==> config.mk <==
export PLATFORM = sky130hd
export DESIGN_NAME = ndd_mac
export DESIGN_NICKNAME = d
export VERILOG_FILES = /design/src/rtl/core/ndd_pkg.sv /design/src/rtl/core/ndd_mac.sv
export SDC_FILE = /design/constraint.sdc
export NUM_CORES = 2
export LEC_CHECK = 0
export BUFFER_PORTS_ARGS = -buffer_cell sky130_fd_sc_hd__buf_2
export CORE_MARGIN = 2
export CORE_UTILIZATION = 55
export CTS_CLUSTER_DIAMETER = 40
export DETAILED_ROUTE_END_ITERATION = 10
export PLACE_DENSITY_LB_ADDON = 0.25
export SYNTH_ARGS = -nofsm -noshare
export SYNTH_HDL_FRONTEND = slang
export SYNTH_SLANG_ARGS = --single-unit
export TNS_END_PERCENT = 50
==> constraint.sdc <==
create_clock -name i_clk -period 12.1 [get_ports i_clk]
set_input_delay 2.42 -clock i_clk [delete_from_list [all_inputs] [get_ports i_clk]]
set_output_delay 2.42 -clock i_clk [all_outputs]
set_load 0.01 [all_outputs]
==> src/rtl/core/ndd_pkg.sv <==
`timescale 1ns / 1ps
// Shared types and codes for the Newton divided-difference interpolator.
// No dependencies; used by every module of the block.
package ndd_pkg;

    localparam int DATA_W    = 32;
    localparam int MUL_SPLIT = 16;

    localparam logic       ACT_LOAD   = 1'b0;
    localparam logic       ACT_EVAL   = 1'b1;
    localparam logic       KIND_EVAL  = 1'b0;
    localparam logic       KIND_BUILD = 1'b1;
    localparam logic [1:0] ST_OK      = 2'd0;
    localparam logic [1:0] ST_DUP     = 2'd1;
    localparam logic [1:0] ST_SAT     = 2'd2;

    // Result of an arithmetic unit: clamped value and its saturation flag.
    typedef struct packed {
        logic              sat;
        logic [DATA_W-1:0] value;
    } t_res;

endpackage

==> src/rtl/core/ndd_mac.sv <==
`timescale 1ns / 1ps
// One Horner step: cf + trunc((xq - nx) * acc / 2^FRAC_BITS), clamped.
// Four-stage pipeline with the product split in two halves. Depends on ndd_pkg.
module ndd_mac #(
    parameter int FRAC_BITS = 16
) (
    input  logic                 i_clk,
    input  logic                 i_rst_n,
    input  logic                 i_start,
    input  logic signed [31:0]   i_xq,
    input  logic signed [31:0]   i_nx,
    input  logic signed [31:0]   i_acc,
    input  logic signed [31:0]   i_cf,
    output logic                 o_done,
    output ndd_pkg::t_res        o_res
);

    localparam int PW = 66;
    localparam int HW = 33 - ndd_pkg::MUL_SPLIT;

    logic [2:0] r_vld;

    logic signed [32:0]   r_d;
    logic signed [31:0]   r_acc;
    logic signed [31:0]   r_cf1;
    logic signed [31:0]   r_cf2;
    logic signed [31:0]   r_cf3;
    logic signed [HW-1:0] r_dh;
    logic signed [31:0]   r_acc2;
    logic signed [48:0]   r_plo;
    logic signed [PW-1:0] r_prod;

    logic signed [48:0]   p_lo;
    logic signed [48:0]   p_hi;
    logic signed [PW-1:0] prod;
    logic signed [PW-1:0] bias;
    logic signed [PW-1:0] shifted;
    logic signed [PW:0]   sum;

    assign p_lo = $signed({1'b0, r_d[ndd_pkg::MUL_SPLIT-1:0]}) * r_acc;
    assign p_hi = r_dh * r_acc2;
    assign prod = (PW'(p_hi) <<< ndd_pkg::MUL_SPLIT) + PW'(r_plo);

    // Bias negative products so the arithmetic shift truncates toward zero.
    assign bias    = r_prod[PW-1] ? ((PW'(1) <<< FRAC_BITS) - PW'(1)) : '0;
    assign shifted = (r_prod + bias) >>> FRAC_BITS;
    assign sum     = (PW+1)'(shifted) + (PW+1)'(r_cf3);

    always_ff @(posedge i_clk) begin
        if (!i_rst_n) begin
            r_vld  <= '0;
            o_done <= 1'b0;
        end else begin
            r_vld  <= {r_vld[1:0], i_start};
            o_done <= r_vld[2];
        end
    end

    always_ff @(posedge i_clk) begin
        r_d    <= 33'(i_xq) - 33'(i_nx);
        r_acc  <= i_acc;
        r_cf1  <= i_cf;
        r_plo  <= p_lo;
        r_dh   <= r_d[32:ndd_pkg::MUL_SPLIT];
        r_acc2 <= r_acc;
        r_cf2  <= r_cf1;
        r_prod <= prod;
        r_cf3  <= r_cf2;
        if (sum[PW:31] == '0 || sum[PW:31] == '1) begin
            o_res.sat   <= 1'b0;
            o_res.value <= sum[31:0];
        end else begin
            o_res.sat   <= 1'b1;
            o_res.value <= sum[PW] ? 32'h8000_0000 : 32'h7fff_ffff;
        end
    end

endmodule

=== Yosys cells after proc, flatten, opt, wreduce, memory -nomap -nowiden ===
Index checks and enable logic that the tools add are counted.

* Add/subtract/negate cells: 4
* $mul: 2
* Equality and inequality tests: 1
* Mux-type cells: 3
* Reductions and logical operators: 2

{| class="wikitable"
|+ Operator list
! cell !! count
|-
| 17-bit by 32-bit multiplier with 49-bit output || 2
|-
| 65-bit by 49-bit adder with 66-bit output || 1
|-
| 66-bit by 17-bit adder with 66-bit output || 1
|-
| 50-bit by 32-bit adder with 51-bit output || 1
|-
| 36-bit == test (second input constant) || 1
|-
| 36-bit zero test || 1
|-
| 33-bit two-way mux || 1
|-
| 32-bit by 32-bit subtractor with 33-bit output || 1
|-
| 32-bit two-way mux || 1
|-
| 16-bit two-way mux || 1
|-
| 1-bit logical OR || 1
|}

* Register bits: 362
* Input bits: 131
* Output and inout port bits: 34
* Word-level logic and storage cells: 25

=== Longest topological paths before layout ===
* Depth in word-level cells: 6
* Mapped depth: 43

=== Least setup slack after synthesis ===
No wires, ideal clock.

* Path kind: reg2reg
* From: reg r_acc2[10]
* To: reg r_prod[61]
* Data arrival time: 8.554 ns
* Required time: 11.973 ns
* Setup slack: 3.419 ns
* Cell stages (with the launch flop): 40
* Buffers on the path: 1
* Clock period less this slack: 8.681 ns
* Cell sequence: dfxtp_1 > clkbuf_1 > nand2_1 > fa_1 > fa_1 > fa_1 > fa_1 > inv_1 > fa_1 > inv_1 > fa_1 > inv_1 > ha_1 > a21o_1 > a21oi_1 > o21ai_0 > and2_1 > o211ai_1 > (+4 left out) > a211o_1 > a21o_1 > a21oi_1 > xnor2_1 > ha_1 > a21o_1 > a21o_1 > a21o_1 > a21oi_1 > o21bai_1 > a21oi_1 > o21ai_0 > a211oi_1 > o21bai_1 > a21oi_1 > o311a_1 > o21bai_1 > xor2_1

* Longest elaborated chain between the ends: 2

{| class="wikitable"
|+ RTL lines
! item !! RTL line !! text
|-
| start, declared || ndd_mac.sv:29 || <nowiki>logic signed [31:0] r_acc2;</nowiki>
|-
| start signal, assigned || ndd_mac.sv:65 || <nowiki>r_acc2 <= r_acc;</nowiki>
|-
| 17-bit by 32-bit multiplier with 49-bit output || ndd_mac.sv:41 || <nowiki>assign p_hi = r_dh * r_acc2;</nowiki>
|-
| 65-bit by 49-bit adder with 66-bit output || ndd_mac.sv:42 || <nowiki>assign prod = (PW'(p_hi) <<< ndd_pkg::MUL_SPLIT) + PW'(r_plo);</nowiki>
|-
| named net prod[61] || ndd_mac.sv:35 || <nowiki>logic signed [PW-1:0] prod;</nowiki>
|-
| end signal, assigned || ndd_mac.sv:67 || <nowiki>r_prod <= prod;</nowiki>
|-
| end, declared || ndd_mac.sv:31 || <nowiki>logic signed [PW-1:0] r_prod;</nowiki>
|}

The timed path passes the listed nets, and every way through them passes these cells.
A chain may end at the register's enable or synchronous reset.

=== Worst setup path after layout ===
* From: reg r_dh[5]
* To: reg r_prod[61]

* Longest elaborated chain between the ends: 2

{| class="wikitable"
|+ RTL lines
! item !! RTL line !! text
|-
| start, declared || ndd_mac.sv:28 || <nowiki>logic signed [HW-1:0] r_dh;</nowiki>
|-
| start signal, assigned || ndd_mac.sv:64 || <nowiki>r_dh <= r_d[32:ndd_pkg::MUL_SPLIT];</nowiki>
|-
| 17-bit by 32-bit multiplier with 49-bit output || ndd_mac.sv:41 ||
|-
| 65-bit by 49-bit adder with 66-bit output || ndd_mac.sv:42 ||
|-
| named net prod[61] || ndd_mac.sv:35 ||
|}

The timed path passes the listed nets, and every way through them passes these cells.

==> out/results.ini <==
[grt]
grt_max_degree=33
grt_pass1_vias=39964
grt_antenna_before_repair=1
grt_usage=0.2656
grt_first_pass_wirelength_mm=205.3
grt_overflow=0

[yosys]
synth_cell_types=76
postSynthRegisterBits=362
avgSynthCellArea_um2=9.199
synth_top_area_cell=fa_1
synth.area.top_cells=fa_1, dfxtp_1, ha_1, inv_1, and2_1
yosys.area_share.simple=0.1482
synthAdderAreaFrac=0.4825
async_reset_ff_frac=0
muxShareOfSynthArea=0.006990
ys.flop_type=dfxtp_1
ys_seq_area_frac=0.1396
synth_cells=5643
syn-num-nets=7168
synth_top_area_frac=0.3907
netlist_area_mm2=0.05191
synth-xor-area-share=0.04370
synth-warning-count=0
synth_compound_area_frac=0.07918
synth_top_family_by_area=adder cells
synth_edf_count=0

[floorplanning]
dieArea_mm2=0.09686
die_h_um=311.2
start_util=0.5554
rows=112
top_level_ports=165
die_x_um=311.2
core_area_mm2=0.09347

[placement]
hpwl_mm=98.50
gp_congestion=0.9479
io_buffers=164

[setup_path]
cp.arrival_ns=9.91
crit_family=compound AO/OA/AOI/OAI gates
critical_path_class=reg -> reg
start_kind=flip-flop
cpMostUsedCell=a21o_1
worst-path-buf-inv=4
slowest_stage=dfxtp_1
slowest_delay_ns=0.76
crit_required_ns=12.61
end_kind=flip-flop
rrSetupSlack_ns=2.69
crit_fanout=20

[sta]
relSlewSlack=0.3369
finalHoldViolCount=0
fin_crit_ns=9.407
drv_slew=0
skew_ns=0.05590
setup_violations=0
max_freq_mhz=106.3
rsz0062_at_grt=false
tightest_slew_ns=0.9933
fin_setup_tns_ns=0
period_share=0.7775

[cts]
cts_buffers=66
htree_levels=3
cts-root-buf=clkbuf_16
cts_hold_buf=0
cts.sinks=362
clk_latency_ns=0.65
cts_setup_buffers=0
cts_tree=yes
clockBufferDepth=3
clk_pin_slew_ns=0.06
ctsResizeCount=0

[finish]
fin_nets=7263
final_cell_mix=inv_1, fa_1, nand2_1, and2_1, ha_1
final_layout_size_suffix_gt1_frac=0.06544
multi_input_area_mm2=0.03950
num-fill-cells=8001
area.growth.synth_to_final_pct=8.675
seqCellArea_mm2=0.007256
final_common_cell=inv_1

[route]
wl_per_cell_um=17.62
drtIter0Drc=2396
vias_per_cell=5.297
routed_wl_mm=124.2
ant_nets=0
vias=37335
firstDrtPassIters=5
drc=0

[worst_hold_path]
hp-class=reg -> reg

[outcome]
status=finished clean

[flow_run]
maxCapViolCount=0

==> worst reg2reg max path: cells and delay by family (launching register included) <==
kind,cells,cell delay [ns]
and+or+nand+nor,3,0.73
adders and majority gates,8,3.40
buffers and inverters,4,0.22
xor gates and xnor gates,2,0.25
DFF,1,0.76
AOI/OAI and AO/OA,22,3.93
==> cells by family (layout without fill, tap and decap cells) <==
| kind of cell | count (synthesis) | count (layout) |
|---|---|---|
| multiplexers | 35 | 35 |
| XOR/XNOR | 259 | 259 |
| flip-flops | 362 | 362 |
| adder cells (fa/ha/maj) | 1394 | 1394 |
| buffers and inverters | 1377 | 1526 |
| other | 0 | 2 |
| AND/OR/NAND/NOR | 1578 | 1578 |
| AO/OA/AOI/OAI | 638 | 638 |
==> through the flow <==
step | cells | instance area, µm² | setup WS (ns) | utilization | hold WS (ns)
finish | 7048 | 56410 | 2.693 | 0.6036 | 0.3141
CTS | 7046 | 56410 | 2.682 | 0.6035 | 0.3147
floorplan | 5643 | 51910 | 3.419 | - | 0.3096
global placement | 6924 | 54000 | 2.769 | 0.5777 | 0.3108
global route | 7046 | 56410 | 2.074 | 0.6035 | 0.3260
detailed placement | 6924 | 54000 | 2.695 | 0.5777 | 0.3121
==> per-layer routing <==
layer / track usage / share of wire / up-vias
met5: 0 / 0 / -
met4: 0.07148 / 0.024 / 0
met2: 0.4337 / 0.46 / 1280
met3: 0.06971 / 0.092 / 185
met1: 0.3511 / 0.42 / 18505
li1: - / - / 17365
==> path summary, 6_finish.rpt <==
| path | from | to | depth (start not counted) |
|---|---|---|---|
| worst min-delay path | r_cf1[16]$_DFF_P_ | r_cf2[16]$_DFF_P_ | 0 |
| worst max register to register | r_dh[5]$_DFF_P_ | r_prod[61]$_DFF_P_ | 39 |
| worst min register to register | r_cf1[16]$_DFF_P_ | r_cf2[16]$_DFF_P_ | 0 |
| worst max-delay path | r_dh[5]$_DFF_P_ | r_prod[61]$_DFF_P_ | 39 |
==> area by class of cell <==
class / count / share of cell area
timing repair buffer: 217 / 0.02160
clock inverter: 53 / 0.01275
sequential: 362 / 0.1286
tap: 1254 / 0.02781
multi-input combinational: 3904 / 0.7001
antenna: 2 / 0.00008872
clock buffer: 69 / 0.03003
inverter: 1187 / 0.07898
==> sequential cells by signal (all words and copies together), names as in the netlist, 33 cells and up <==
register  flops
r_plo        49
o_res        33
r_d          33
r_prod       66
==> synthesized netlist by cell type (12+ instances only) <==
master and count:
inv_1 1186, fa_1 1013, nand2_1 716, and2_1 450, ha_1 381, dfxtp_1 362, a21oi_1 205, xnor2_1 186
clkbuf_1 183, nor2_1 135, a21o_1 121, o21ai_0 108, xor2_1 73, nand3_1 54, nand2b_1 40, nor3_1 38
o21bai_1 37, o21a_1 35, mux2i_1 31, nand4_1 31, nor2b_1 31, and3_1 30, a31oi_1 20, a211oi_1 18
and4_1 12
Power is left out: the tool's default activity adds up to more than one toggle a clock period on the data nets, which glitch-free logic cannot reach.
