`config.mk`:
```
export PLATFORM = sky130hd
export DESIGN_NAME = ndd_div
export DESIGN_NICKNAME = d
export VERILOG_FILES = /design/src/rtl/core/ndd_pkg.sv /design/src/rtl/core/ndd_div.sv
export SDC_FILE = /design/constraint.sdc
export NUM_CORES = 1
export LEC_CHECK = 0
export ABC_AREA = 1
export BUFFER_PORTS_ARGS = -buffer_cell sky130_fd_sc_hd__buf_2
export CORE_MARGIN = 2
export CORE_UTILIZATION = 50
export CTS_CLUSTER_DIAMETER = 40
export DETAILED_ROUTE_END_ITERATION = 7
export GPL_TIMING_DRIVEN = 0
export PLACE_DENSITY = 0.71
export SYNTH_ARGS = -nofsm -noshare
export SYNTH_HDL_FRONTEND = slang
export SYNTH_SLANG_ARGS = --single-unit
```
`constraint.sdc`:
```
create_clock -name i_clk -period 4.5 [get_ports i_clk]
set_input_delay 0.675 -clock i_clk [delete_from_list [all_inputs] [get_ports i_clk]]
set_output_delay 0.675 -clock i_clk [all_outputs]
set_load 0.05 [all_outputs]
```
`src/rtl/core/ndd_pkg.sv`:
```
`timescale 1ns / 1ps
// Shared types and codes for the Newton divided-difference interpolator.
// No dependencies; used by every module of the block.
package ndd_pkg;

    localparam int DATA_W    = 32;
    localparam int MUL_SPLIT = 16;

    localparam logic       ACT_LOAD   = 1'b0;
    localparam logic       ACT_EVAL   = 1'b1;
    localparam logic       KIND_EVAL  = 1'b0;
    localparam logic       KIND_BUILD = 1'b1;
    localparam logic [1:0] ST_OK      = 2'd0;
    localparam logic [1:0] ST_DUP     = 2'd1;
    localparam logic [1:0] ST_SAT     = 2'd2;

    // Result of an arithmetic unit: clamped value and its saturation flag.
    typedef struct packed {
        logic              sat;
        logic [DATA_W-1:0] value;
    } t_res;

endpackage

```
`src/rtl/core/ndd_div.sv`:
```
`timescale 1ns / 1ps
// Radix-2 restoring divider for one divided difference, truncating toward
// zero and clamping to 32 bits. Depends on ndd_pkg.
module ndd_div #(
    parameter int FRAC_BITS = 16
) (
    input  logic                 i_clk,
    input  logic                 i_rst_n,
    input  logic                 i_start,
    input  logic signed [32:0]   i_num,
    input  logic signed [32:0]   i_den,
    output logic                 o_done,
    output ndd_pkg::t_res        o_res
);

    localparam int NW = 33 + FRAC_BITS;
    localparam int CW = $clog2(NW + 1);

    logic          r_busy;
    logic [CW-1:0] r_cnt;
    logic [33:0]   r_rem;
    logic [NW-1:0] r_quo;
    logic [32:0]   r_den;
    logic          r_neg;

    logic [32:0] num_mag;
    logic [32:0] den_mag;
    logic [33:0] rem_sh;
    logic        ge;
    logic        fits;

    assign num_mag = i_num[32] ? 33'(-i_num) : 33'(i_num);
    assign den_mag = i_den[32] ? 33'(-i_den) : 33'(i_den);
    assign rem_sh  = {r_rem[32:0], r_quo[NW-1]};
    assign ge      = rem_sh >= {1'b0, r_den};

    // A negative quotient may reach 2^31; a positive one only 2^31 - 1.
    always_comb begin
        if (r_neg) begin
            fits = (r_quo[NW-1:32] == '0) && (!r_quo[31] || (r_quo[30:0] == '0));
        end else begin
            fits = (r_quo[NW-1:31] == '0);
        end
    end

    always_ff @(posedge i_clk) begin
        if (!i_rst_n) begin
            r_busy <= 1'b0;
            o_done <= 1'b0;
        end else begin
            o_done <= 1'b0;
            if (i_start) begin
                r_busy <= 1'b1;
                r_cnt  <= CW'(NW);
                r_rem  <= '0;
                r_quo  <= {num_mag, {FRAC_BITS{1'b0}}};
                r_den  <= den_mag;
                r_neg  <= i_num[32] ^ i_den[32];
            end else if (r_busy) begin
                if (r_cnt != '0) begin
                    r_cnt <= r_cnt - 1'b1;
                    r_rem <= ge ? rem_sh - {1'b0, r_den} : rem_sh;
                    r_quo <= {r_quo[NW-2:0], ge};
                end else begin
                    r_busy  <= 1'b0;
                    o_done  <= 1'b1;
                    o_res.sat <= !fits;
                    if (!fits) begin
                        o_res.value <= r_neg ? 32'h8000_0000 : 32'h7fff_ffff;
                    end else begin
                        o_res.value <= r_neg ? 32'(~r_quo + 1'b1) : r_quo[31:0];
                    end
                end
            end
        end
    end

endmodule

```
Word level (Yosys, flattened, before mapping)
Index checks and enable logic that the tools add are counted.
W data, S select, Z words.
{ "totals": {"ff_bits": 157, "output_inout_bits": 34} }
{ "classes": {"reduce_logical": 14, "bitwise": 6, "addsub": 5, "muxes": 18, "magnitude_cmp": 1} }
{ "ops": {"columns": ["operator", "count"], "rows": [
  ["$mux W49", 3],
  ["$mux W33", 4],
  ["$mux W32", 4],
  ["$neg A33 Y33", 2],
  ["$ge A34 B33 Y1", 1],
  ["$sub A33 B33 Y33", 1],
  ["$add A32 B1 Y32 const B", 1],
  ["$not A32 Y32", 1],
  ["$logic_not A31 Y1", 1],
  ["$logic_not A18 Y1", 1],
  ["$logic_not A17 Y1", 1],
  ["$mux W6", 2],
  ["$reduce_bool A6 Y1", 1],
  ["$sub A6 B1 Y6 const B", 1],
  ["$mux W1", 5],
  ["$not A1 Y1", 4],
  ["$reduce_and A4 Y1", 1],
  ["$reduce_bool A2 Y1", 2],
  ["$reduce_and A3 Y1", 1],
  ["$reduce_or A3 Y1", 1],
  ["$logic_not A1 Y1", 2],
  ["$reduce_and A2 Y1", 1],
  ["$logic_and A1 B1 Y1", 1],
  ["$logic_or A1 B1 Y1", 1],
  ["$xor A1 B1 Y1", 1]
]} }

Logic depth before layout (Yosys ltp)
Gate-level depths: netlist of run 1.
{ "logic_depth": {"word_depth": 5, "mapped_depth": 17, "ltp_nobuf": 16} }

Least setup slack after synthesis of run 1
OpenSTA, ideal clock, no wires.
{ "synth_path": {"path_kind": "input to register", "from": "in i_start", "to": "reg r_cnt[0], enable pin", "setup_ns": 0.449, "setup_slack_ns": 0.960, "arrival_ns": 3.091, "t_required_ns": 4.051, "stages": 4, "path_cell_list": "buf_2 -> buf_1 -> nand2_1 -> nand2_1"} }
{ "synth_between": {"elab_chain_len": 2, "word_cells_on_any_way": 3} }
{ "synth_lines": {"columns": ["element", "line", "source"], "rows": [
  ["start, declared", "ndd_div.sv:9", "input logic i_start,"],
  ["$reduce_bool A2 Y1 (no line)", null, null],
  ["$reduce_and A3 Y1 (no line) (*)", null, null],
  ["end signal, assigned", "ndd_div.sv:54", "r_cnt <= CW'(NW);"],
  ["end signal, assigned", "ndd_div.sv:61", "r_cnt <= r_cnt - 1'b1;"],
  ["end, declared", "ndd_div.sv:20", "logic [CW-1:0] r_cnt;"]
]} }
Mark *: on every way between the ends. The rest lies on a longest branch, timed or not.
A chain may end at the register's enable or synchronous reset.

Worst setup path after layout of run 1
{ "layout_path": {"from": "reg r_quo[48]", "to": "reg r_rem[20], data pin"} }
{ "layout_between": {"elab_chain_len": 4, "word_cells_on_any_way": 5} }
{ "layout_lines": {"columns": ["element", "line", "source"], "rows": [
  ["start, declared", "ndd_div.sv:22", "logic [NW-1:0] r_quo;"],
  ["start signal, assigned", "ndd_div.sv:56", "r_quo <= {num_mag, {FRAC_BITS{1'b0}}};"],
  ["start signal, assigned", "ndd_div.sv:63", "r_quo <= {r_quo[NW-2:0], ge};"],
  ["$sub A33 B33 Y33 or $ge A34 B33 Y1 (tied branches)", "ndd_div.sv:62, ndd_div.sv:35", null],
  ["$mux W33 (*)", "ndd_div.sv:62", "r_rem <= ge ? rem_sh - {1'b0, r_den} : rem_sh;"],
  ["$mux W33 (*)", "ndd_div.sv:60", "if (r_cnt != '0) begin"],
  ["$mux W33 (*)", "ndd_div.sv:59", "end else if (r_busy) begin"],
  ["end signal, assigned", "ndd_div.sv:62", null],
  ["end, declared", "ndd_div.sv:21", "logic [33:0] r_rem;"]
]} }
Mark *: on every way between the ends. The rest lies on a longest branch, timed or not. The select of a mux whose other input is x is not followed.

==> results.md, run 1 <==
- Die ar.: 24730 sq um
- Stages on worst setup path: 16
- Core area: 23260 sq um
- Slew headroom: 17.22%
- Top Ports: 103
- Top Family by Delay on Critical Path: simple AND/OR/NAND/NOR gates
- Outcome: finished clean
- Post-CTS setup buffers: 0
- Final min period: 2633 ps
- Clock skew: 13.40 ps
- Antenna cells: 0
- Hold WC Path Type: in2reg
- Synthesized area per cell: 7.232 sq um
- Port Buffers: 100
- Slew Viols, Final: 0
- Chain of cells forming the critical path: inv_1, ha_1, inv_1, fa_1, nand2_1, nand2_1, nand3_1, nand2_1, nand2_1, nand2_1, nand2_1, nand2_1, nand2_1, nand2_1, nor2_1, nor2_1
- Largest family of logic cells by synthesized area: simple AND/OR/NAND/NOR gates
- Number of enable flip-flop cells after synthesis: 155
- Syn_nets: 1732
- Setup crit end kind: register
- Synth Area in Simple Gates: 33.83%
- Via-to-Cell Ratio: between 5 and 6
- Worst skew pair latency: ~430 ps
- Min Hold Slack: 461.8 ps
- Worst EP arrival: roughly 2800 ps
- Grt total ovfl: 0
- Mux contribution to synthesized area: 0%
- R2R depth: 16
- CP peak stage delay: 440 ps
- Grt met3 use: under 10%
- Worst r2r src: r_quo[48]
- Most frequent cells in the layout: nand2_1 (482), inv_1 (265), nor2_1 (214)
- DR WL/cell: approximately 14 um
- Iter 0 DRT Violations: 830
- Count of state elements after synthesis: around 160
- Met2 GRT Util: 39.80%
- Fin. Hold Viols: 0
- Final setup vio count: 0
- Register area share after synthesis: 39.97%
- Multi-input gate area: roughly 6000 sq um
- Critical path class: reg2reg
- Clock Path Buffers: 2
- WP data required: about 4700 ps
- Asr flop ratio synth: 0%
- Total number of yosys warnings: 0
- GP Congestion: 0.9621
- First-pass DRT Iterations: 6
- Compound-cell area share of the yosys netlist: approximately 5.5%
- Reg2Reg Setup Slack: between 1500 and 2000 ps
- Max Clk Rate: 379.8 MHz
- Unique masters post-synth: 44
- Hold depth: 1
- Via Count: 10460
- Placed wire-length estimate: 23.27 mm
- Power per cell area: 352.7 nW/um^2
- Worst hold start: i_den[0]
- FP Rows: 56
- GRT Total Usage: 24.68%
- Hold EP: r_den[0]
- Met1 usage: between 30% and 40%
- Worst vdd ir: 0.2158 mV
- DRC: 0
- Top Usage Layer GRT: met2
- Chip height: 157.3 um
- Synth top area share: 39.63%
- Crit-path most repeated cell: nand2_1
- Post-CTS sizing: 0
- Post-route cell area: ~13000 sq um
- Number of max-cap violations: 0
- Area Growth Syn to Fin: 12.83%
- Critical Path Source Type: register
- Clock root cell: clkbuf_16
- NumNets Final: ~1900
- Synth Area in Adders: 4.219%
- Fillers: 2223
- Synth top area cells: edfxtp_1 (40%), nand2_1 (15%), inv_1 (8.5%)
- H-tree depth: 4
- Initial antenna violation count: 0
- First-pass GRT wire length: 47.88 mm
- TritonCTS clock tree: done
- Lkg Pwr: about 6.4 nW
- Chip Width: roughly 160 um
- Cell Area, Placed: 12690 sq um
- Vias in the first global route: 9698
- CTS Buf Count: 17
- # hold bufs at CTS: 0
- RSZ-0062 raised after global routing: no
- Worst slew pin tran: between 1000 and 1500 ps
- Commonest non-fill, non-tap cell in the layout: nand2_1
- Main synth FF type: edfxtp_1
- Starting Density: 50.49%
- Slowest stage cell, crit path: fa_1
- XOR/XNOR Fraction of Synth Area: ~6.0%
- Sink Count: 157
- Largest net degree at the start of global routing: 57
- Crit path buf inv count: 2
- Cell type with the largest total area after synthesis: edfxtp_1
- Post-Syn Instances: 1624
- Clk slew on worst S/H paths: approximately 70 ps
- Register area: 4695 sq um
- Period utilization: 58.51%
- Detail Route Antenna Nets: 0
- Crit path max fanout: 4
- Worst r2r dst: r_rem[20]
- Share of layout cells above drive strength 1: between 10 and 15%
- Post-Syn Area: between 10000 and 15000 sq um
- Routed wire length: just under 30 mm
## cells in the mapped netlist, types with 2 or more instances
cell,instances
o21ai_0,58
nand2_4,3
nand3b_1,29
ha_1,38
nand2_1,483
or2_2,9
buf_8,2
buf_1,3
nor3_2,2
nand4_1,22
nand2_2,11
and2_1,4
xnor2_1,13
nor2_1,215
clkbuf_1,20
buf_4,3
nor2_2,21
xor2_1,68
edfxtp_1,155
a21o_1,2
a21oi_1,30
buf_6,4
dfxtp_1,2
o211ai_1,2
nor3_1,13
o21ai_1,15
a31oi_1,8
nor4_1,3
buf_2,5
inv_1,265
o31ai_1,4
nand3_1,100
## where the power goes
part | internal, mW | switching, mW | total (mW)
Clock | 0.775 | 0.640 | 1.41
Combinational | 0.484 | 0.924 | 1.41
Sequential | 1.78 | 0.0740 | 1.85
## layout make-up
cell class	instances	area share, %
sequential	157	35.43
timing repair buffer	101	3.984
multi-input combinational	1162	44.09
tap	319	3.012
clock buffer	18	3.239
clock inverter	14	1.020
inverter	268	7.648
buffer	37	1.577
## worst max-delay path by stage
| stage | from | endpoint |
|---|---|---|
| after global routing | r_quo[48] | r_rem[20] |
| after detailed placement | i_start | r_den[3] |
| after CTS | r_quo[48] | r_rem[18] |
| final | r_quo[48] | r_rem[20] |
| after floorplan | i_start | r_cnt[0] |
| after global placement | i_start | r_rem[7] |
## flip-flops by register name, indices dropped and copies added, names as in the netlist
register,cells
r_den,33
r_quo,49
o_done,1
r_neg,1
o_res,33
r_cnt,6
r_rem,33
r_busy,1
## cells by family (layout without fill, tap and decap cells)
family,count (synthesis),count (layout)
fa+ha+maj,39,39
xor+xnor,81,81
buf+inv,305,438
flops,157,157
compound gates,121,121
simple gates,921,921
## stage by stage
stage / total power, mW / setup TNS, ps / utilization (%) / instances / setup slack (ps)
3_3_place_gp: 3.248 / -17500 / 54.36 / 2043 / -205.0
6_report: 4.673 / 0 / 56.97 / 2076 / 1867
4_1_cts: 4.676 / 0 / 56.97 / 2076 / 1852
2_1_floorplan: 2.899 / 0 / - / 1624 / 959.7
5_1_grt: 4.955 / 0 / 56.97 / 2076 / 1635
3_5_place_dp: 3.267 / 0 / 54.54 / 2044 / 1524
## metal layers
metal,vias to the layer above,routed length [um],share of wire [%]
li1,5386,-,-
met4,0,495,1.7
met1,4716,13940,47
met2,317,13430,46
met3,38,1603,5.4
met5,-,0,0
(Power assumes the default switching activity.)
==> run 2: changes to the inputs <==
--- a/config.mk
+++ b/config.mk
@@ -5,7 +5,7 @@
 export SDC_FILE = /design/constraint.sdc
 export NUM_CORES = 1
 export LEC_CHECK = 0
-export ABC_AREA = 1
+export ABC_AREA = 0
 export BUFFER_PORTS_ARGS = -buffer_cell sky130_fd_sc_hd__buf_2
 export CORE_MARGIN = 2
 export CORE_UTILIZATION = 50
==> constraint.sdc (replaced) <==
create_clock -name i_clk -period 2.66 [get_ports i_clk]
set_input_delay 0.399 -clock i_clk [delete_from_list [all_inputs] [get_ports i_clk]]
set_output_delay 0.399 -clock i_clk [all_outputs]
set_load 0.05 [all_outputs]
==> results.md, run 2 <==
- Outcome: finished with violations
- Failing checks: negative setup slack
- Hold depth: 1 (unchanged)
- WP data required: 2960 ps (-1720 ps)
- NumNets Final: 1341 (-28%)
- Die ar.: 21660 sq um (-12%)
- RSZ-0062 raised after global routing: yes
- Biggest register: r_quo
- Worst skew pair latency: 440 ps (about the same)
- Unique masters post-synth: 74 (+68%)
- Cell Area, Placed: 11280 sq um (-11%)
- Area Growth Syn to Fin: 35.52%
- DP Cell Count: 1419 (-31%)
- Core area: 20170 sq um (-13%)
- Placed wire-length estimate: 18.19 mm (-22%)
- Clock root cell: clkbuf_16
- Non-filler cells, final: 1517 (-27%)
- Asr flop ratio synth: 0% (unchanged)
- Lkg Pwr: 5.130 nW (-20%)
- H-tree depth: 4 (unchanged)
- Share of layout cells above drive strength 1: 33.71% (+22 points)
- Syn_nets: 1153 (-33%)
- Total number of yosys warnings: 0 (unchanged)
- Final min period: 3108 ps (+475.1 ps)
- Fin. Hold Viols: 0 (unchanged)
- Main synth FF type: edfxtp_1
- Setup crit end kind: register
- Post-route cell area: 13890 sq um (+4.8%)
- Fillers: 1476 (-34%)
- Synth top cells by count: edfxtp_1 (155), nand2_1 (105), a21oi_1 (80), nor2_1 (77), inv_1 (53)
- Max Clk Rate: 321.8 MHz (-15%)
- Critical Path Source Type: register
- TritonCTS clock tree: done
- Via Count: 9489 (-9.3%)
- Hold WC Path Type: in2reg
- First-pass GRT wire length: 44.82 mm (-6.4%)
- Grt total ovfl: 0 (unchanged)
- Number of enable flip-flop cells after synthesis: 155 (unchanged)
- Post-Syn Area: 10250 sq um (-13%)
- Chip height: 147.2 um (-6.4%)
- Post-Syn Instances: 1045 (-36%)
- Final setup vio count: 62 (+62)
- Commonest non-fill, non-tap cell in the layout: edfxtp_1
- Register area share after synthesis: 45.80% (+5.8 points)
- Number of max-cap violations: 0 (unchanged)
- Min setup slack post-route: -447.8 ps (-2315 ps)
- Most frequent cells in the layout: edfxtp_1 (155), buf_2 (101), nand2_1 (100)
- DR WL/cell: 20.14 um (+42%)
- CTS Buf Count: 17 (unchanged)
- Synth top area cells: edfxtp_1 (45%), ha_1 (4.6%), a21oi_1 (3.9%)
- Top Ports: 103 (unchanged)
- Count of state elements after synthesis: 157 (unchanged)
- Vias in the first global route: 8977 (-7.4%)
- Initial antenna violation count: 0 (unchanged)
- Crit path max fanout: 4 (unchanged)
- Detail Route Antenna Nets: 0 (unchanged)
- Synth top area share: 45.40% (+5.8 points)
- Worst EP arrival: 3410 ps (+600 ps)
- Dpl ws: -758.3 ps (-2283 ps)
- First-pass DRT Iterations: 5 (-1)
- # hold bufs at CTS: 0 (unchanged)
- Clock Path Buffers: 2 (unchanged)
- Slew Viols, Final: 0 (unchanged)
- Via-to-Cell Ratio: 6.255 (+24%)
- R2R depth: 11 (-5)
- Critical path class: reg2reg
- Port Buffers: 101 (+1.0%)
- GP Congestion: 0.9014 (-6.3%)
- Largest net degree at the start of global routing: 35 (-39%)
- Sink Count: 157 (unchanged)
- Most common cell in the netlist: edfxtp_1
- Worst slew pin tran: 1017 ps (-223.7 ps)
- Power per cell area: 581.7 nW/um^2 (+65%)
- Slew headroom: 32.23% (+15 points)
- Iter 0 DRT Violations: 832 (+0.24%)
- Clk slew on worst S/H paths: 60 ps (about the same)
- DRC: 0 (unchanged)
- Cell type with the largest total area after synthesis: edfxtp_1
- Worst vdd ir: 0.4925 mV (+130%)
- Clock skew: 12.58 ps (-0.8147 ps)
- Synthesized area per cell: 9.810 sq um (+36%)
- Chip Width: 147.2 um (-6.4%)
- Routed wire length: 30.55 mm (+3.7%)
- GRT Total Usage: 25.67% (+0.99 points)
- Period utilization: 116.8% (+58 points)
- Max reg flops: 49 (unchanged)
- FP Rows: 52 (-7.1%)
- Starting Density: 50.83% (+0.34 points)
-- run 2: cell count changes after synthesis, sizes merged, moves of 23 or more --
cell / change
a21oi: +49
nor2b: +26
or4: +23
nor2: -160
nand2: -393
xnor2: +32
nand3b: -26
nand3: -72
inv: -214
xor2: -28
-- run 2: metrics by stage --
stage                     total power [mW]  setup TNS, ps  utilization, %  hold slack [ps]
after floorplan                      4.331         -491.2               -            496.0
after global placement               4.774        -122170           55.55            548.1
after detailed placement             4.815         -58140           55.92            565.9
after CTS                            7.759          -6917           64.63            185.7
after global routing                 8.365         -20350           68.86            194.8
final                                8.081         -15270           68.88            188.0
-- run 2: cell type report --
cell class,count,area (sq um),area share [%]
Buffer,40,339.1,2.441
Clock inverter,12,152.6,1.099
Timing Repair Buffer,175,1260,9.070
Inverter,54,202.7,1.459
Sequential cell,157,4695,33.79
Clock buffer,20,456.7,3.287
Antenna cell,1,2.502,0.01801
Multi-Input combinational cell,788,6446,46.40
Tap cell,270,337.8,2.432
-- run 2: cells by family after synthesis --
kind of cell    count (synthesis)  synth area share (%)
simple gates                  376                 19.00
mux                            23                 2.405
flops                         157                 45.80
compound gates                264                 16.95
buf+inv                       101                 3.747
fa+ha+maj                      39                 4.833
xor+xnor                       85                 7.262
-- run 2: report_power, final --
group	internal (mW)	leakage (nW)	switching, mW	total, mW
sequential	2.96	1.47	0.152	3.11
clock	1.46	0.300	1.07	2.54
combinational	1.09	3.36	1.35	2.44
-- run 2: what timing repair did --
item                                    CTS  global route
pin swaps                                37            54
endpoints found under the setup margin   94            73
gates resized for setup                 158           147
buffers inserted                         43            26
gates cloned                              5             5
-- run 2: worst paths after layout --
kind / slack, ps / to / start
setup / recovery: -450 / r_rem[29] / r_den[0]
hold / removal: 190 / r_den[0] / i_den[0]
setup reg to reg: -450 / r_rem[29] / r_den[0]
hold reg to reg: 590 / r_busy / r_busy
-- run 2: critical path, cell delays in order, from the launching register on --
cell and delay (ps):
edfxtp_1 460, ha_4 200, buf_4 130, buf_4 130, nor2b_1 230, o21ba_4 190
o21bai_2 90, a2111oi_4 440, or2_4 220, o311ai_2 130, a2111oi_0 580, a311o_1 200
-- run 2: metal layers --
layer	vias up	routed length (um)	global-route usage, %
met5	-	0	0
met4	0	1307	12.60
met3	124	2227	4.193
met2	535	15020	43.39
met1	4533	12000	32.09
li1	4297	-	-
==> run 3: changes to the inputs <==
--- a/config.mk
+++ b/config.mk
@@ -6,13 +6,16 @@
 export NUM_CORES = 1
 export LEC_CHECK = 0
 export ABC_AREA = 0
+export ABC_CLOCK_PERIOD_IN_PS = 2660
 export BUFFER_PORTS_ARGS = -buffer_cell sky130_fd_sc_hd__buf_2
+export CELL_PAD_IN_SITES_DETAIL_PLACEMENT = 1
+export CELL_PAD_IN_SITES_GLOBAL_PLACEMENT = 1
 export CORE_MARGIN = 2
-export CORE_UTILIZATION = 50
+export CORE_UTILIZATION = 47
 export CTS_CLUSTER_DIAMETER = 40
 export DETAILED_ROUTE_END_ITERATION = 7
 export GPL_TIMING_DRIVEN = 0
-export PLACE_DENSITY = 0.71
+export PLACE_DENSITY = 0.83
 export SYNTH_ARGS = -nofsm -noshare
 export SYNTH_HDL_FRONTEND = slang
 export SYNTH_SLANG_ARGS = --single-unit
==> results.md, run 3 (synthesized netlist as in run 2, its figures left out) <==
- Outcome: finished with violations
- Failing checks: negative setup slack
- Final setup vio count: 74 (+19%)
- Crit-path most repeated cell: buf_8
- Power per cell area: 606.3 nW/um^2 (+4.2%)
- # hold bufs at CTS: 0 (unchanged)
- Critical Path Source Type: register
- Top Ports: 103 (unchanged)
- Port Buffers: 101 (unchanged)
- R2R depth: 15 (+4)
- First-pass GRT wire length: 53.43 mm (+19%)
- Commonest non-fill, non-tap cell in the layout: edfxtp_1
- Non-filler cells, final: 1529 (+0.79%)
- Chain of cells forming the critical path: inv_1, ha_2, inv_2, fa_2, a21o_1, a31oi_4, or3_4, nand3_4, a211oi_4, or2_4, buf_8, buf_12, buf_8, nand2_1, a21oi_2
- CP startpoint: r_quo[48]
- TritonCTS clock tree: done
- Clk slew on worst S/H paths: 60 ps (about the same)
- Number of max-cap violations: 0 (unchanged)
- Crit path buf inv count: 5 (+3)
- Largest net degree at the start of global routing: 36 (+2.9%)
- Reg2Reg Setup Slack: -500 ps (-50 ps)
- Fin. Hold Viols: 0 (unchanged)
- NumNets Final: 1343 (+0.15%)
- Hold depth: 1 (unchanged)
- Share of layout cells above drive strength 1: 35.58% (+1.9 points)
- Worst r2r src: r_quo[48]
- Clock skew: 23.57 ps (+10.98 ps)
- Hold EP: r_den[0]
- Grt total ovfl: 0 (unchanged)
- Worst skew pair latency: 460 ps (+20 ps)
- Worst hold start: i_den[0]
- Top Family by Delay on Critical Path: compound AO/OA/AOI/OAI gates
- Clock Path Buffers: 2 (unchanged)
- Max Clk Rate: 316.7 MHz (-1.6%)
- Placed wire-length estimate: 21.10 mm (+16%)
- H-tree depth: 4 (unchanged)
- Post-route cell area: 13990 sq um (+0.72%)
- First-pass DRT Iterations: 5 (unchanged)
- Area Growth Syn to Fin: 36.49%
- Slew headroom: 35.01% (+2.8 points)
- DP Cell Count: 1428 (+0.63%)
- Slew Viols, Final: 0 (unchanged)
- Crit path max fanout: 7 (+3)
- Starting Density: 47.41% (-3.4 points)
- Routed wire length: 42.33 mm (+39%)
- Chip height: 151.7 um (+3.1%)
- DRC: 0 (unchanged)
- Min setup slack post-route: -497.2 ps (-49.38 ps)
- CTS Buf Count: 17 (unchanged)
- Via-to-Cell Ratio: 6.613 (+5.7%)
- Multi-input gate area: 6509 sq um (+0.97%)
- CP peak stage delay: 460 ps (-120 ps)
- Hold WC Path Type: in2reg
- Setup crit end kind: register
- Slowest stage cell, crit path: edfxtp_1
- Worst EP arrival: 3450 ps (+40 ps)
- GP Congestion: 0.9216 (+2.2%)
- RSZ-0062 raised after global routing: yes
- Worst slew pin tran: 974.9 ps (-41.65 ps)
- FP Rows: 54 (+3.8%)
- Core area: 21620 sq um (+7.2%)
- Setup TNS: -23400 ps (-8128 ps)
- Max reg flops: 49 (unchanged)
- Via Count: 10110 (+6.6%)
- Die ar.: 23010 sq um (+6.2%)
- Sink Count: 157 (unchanged)
- Register area: 4695 sq um (unchanged)
- Chip Width: 151.7 um (+3.1%)
- Dpl ws: -798.7 ps (-40.45 ps)
- WP data required: 2950 ps (about the same)
- Clock root cell: clkbuf_16
- Lkg Pwr: 5.185 nW (+1.1%)
- Worst r2r dst: r_rem[5]
- Detail Route Antenna Nets: 0 (unchanged)
- Fillers: 2248 (+52%)
- GRT Total Usage: 30.22% (+4.6 points)
- Worst vdd ir: 0.4898 mV (-0.55%)
- Biggest register: r_quo
- Critical path class: reg2reg
- Final min period: 3157 ps (+49.38 ps)
- Vias in the first global route: 9911 (+10%)
- Initial antenna violation count: 0 (unchanged)
- Cell Area, Placed: 11260 sq um (-0.20%)
- Fin util: 64.72% (-4.2 points)
- Most frequent cells in the layout: edfxtp_1 (155), buf_2 (97), nand2_1 (82)
- Period utilization: 118.7% (+1.9 points)
- DR WL/cell: 27.68 um (+37%)
- Iter 0 DRT Violations: 911 (+9.5%)
[run 3: where the power goes]
part | leakage, nW | internal (mW) | switching [mW] | total, mW
Combinational | 3.42 | 1.11 | 1.59 | 2.71
Clock | 0.287 | 1.48 | 1.16 | 2.64
Sequential | 1.47 | 2.96 | 0.179 | 3.14
[run 3: worst register-to-register path, delay by kind of cell (launching register included)]
kind | cells | cell delay (ps)
fa+ha+maj | 2 | 560
buf+inv | 5 | 570
compound gates | 4 | 850
simple gates | 4 | 570
flops | 1 | 460
[run 3: worst max path at each step]
| stage | cells past startpoint | endpoint |
|---|---|---|
| after floorplan | 7 | r_quo[46] |
| after global placement | 5 | r_rem[8] |
| after detailed placement | 9 | r_rem[32] |
| after CTS | 13 | r_rem[24] |
| after global routing | 11 | o_res[17] |
| final | 15 | r_rem[5] |
[run 3: area by class of cell]
type                    count  area share [%]
plain buffers              40           2.334
diodes                      1         0.01788
clock inverters            13           1.162
clock buffers              19           3.094
flip-flops and latches    157           33.55
well taps                 280           2.504
multi-input cells         788           46.52
repair buffers            177           9.282
inverters                  54           1.538
[run 3: layer usage]
layer	up-vias	track usage, %	share of wire (%)
met2	595	54.68	50
met3	213	3.982	6.7
met4	0	14.31	6.6
met1	5006	35.37	36
met5	-	0	0
li1	4297	-	-
[run 3: repair_timing]
item / 4_1_cts / 5_1_grt
resized for setup: 167 / 169
setup buffers: 43 / 26
gates cloned: 8 / 2
setup endpoints to repair: 136 / 74
pin swaps: 54 / 56
[run 3: per-stage QoR]
step                total power, mW  hold slack [ps]
floorplan                     4.331            496.0
global placement              4.794            546.8
detailed placement            4.871            552.4
CTS                           7.845            182.2
global route                  8.703            197.5
finish                        8.484            185.6
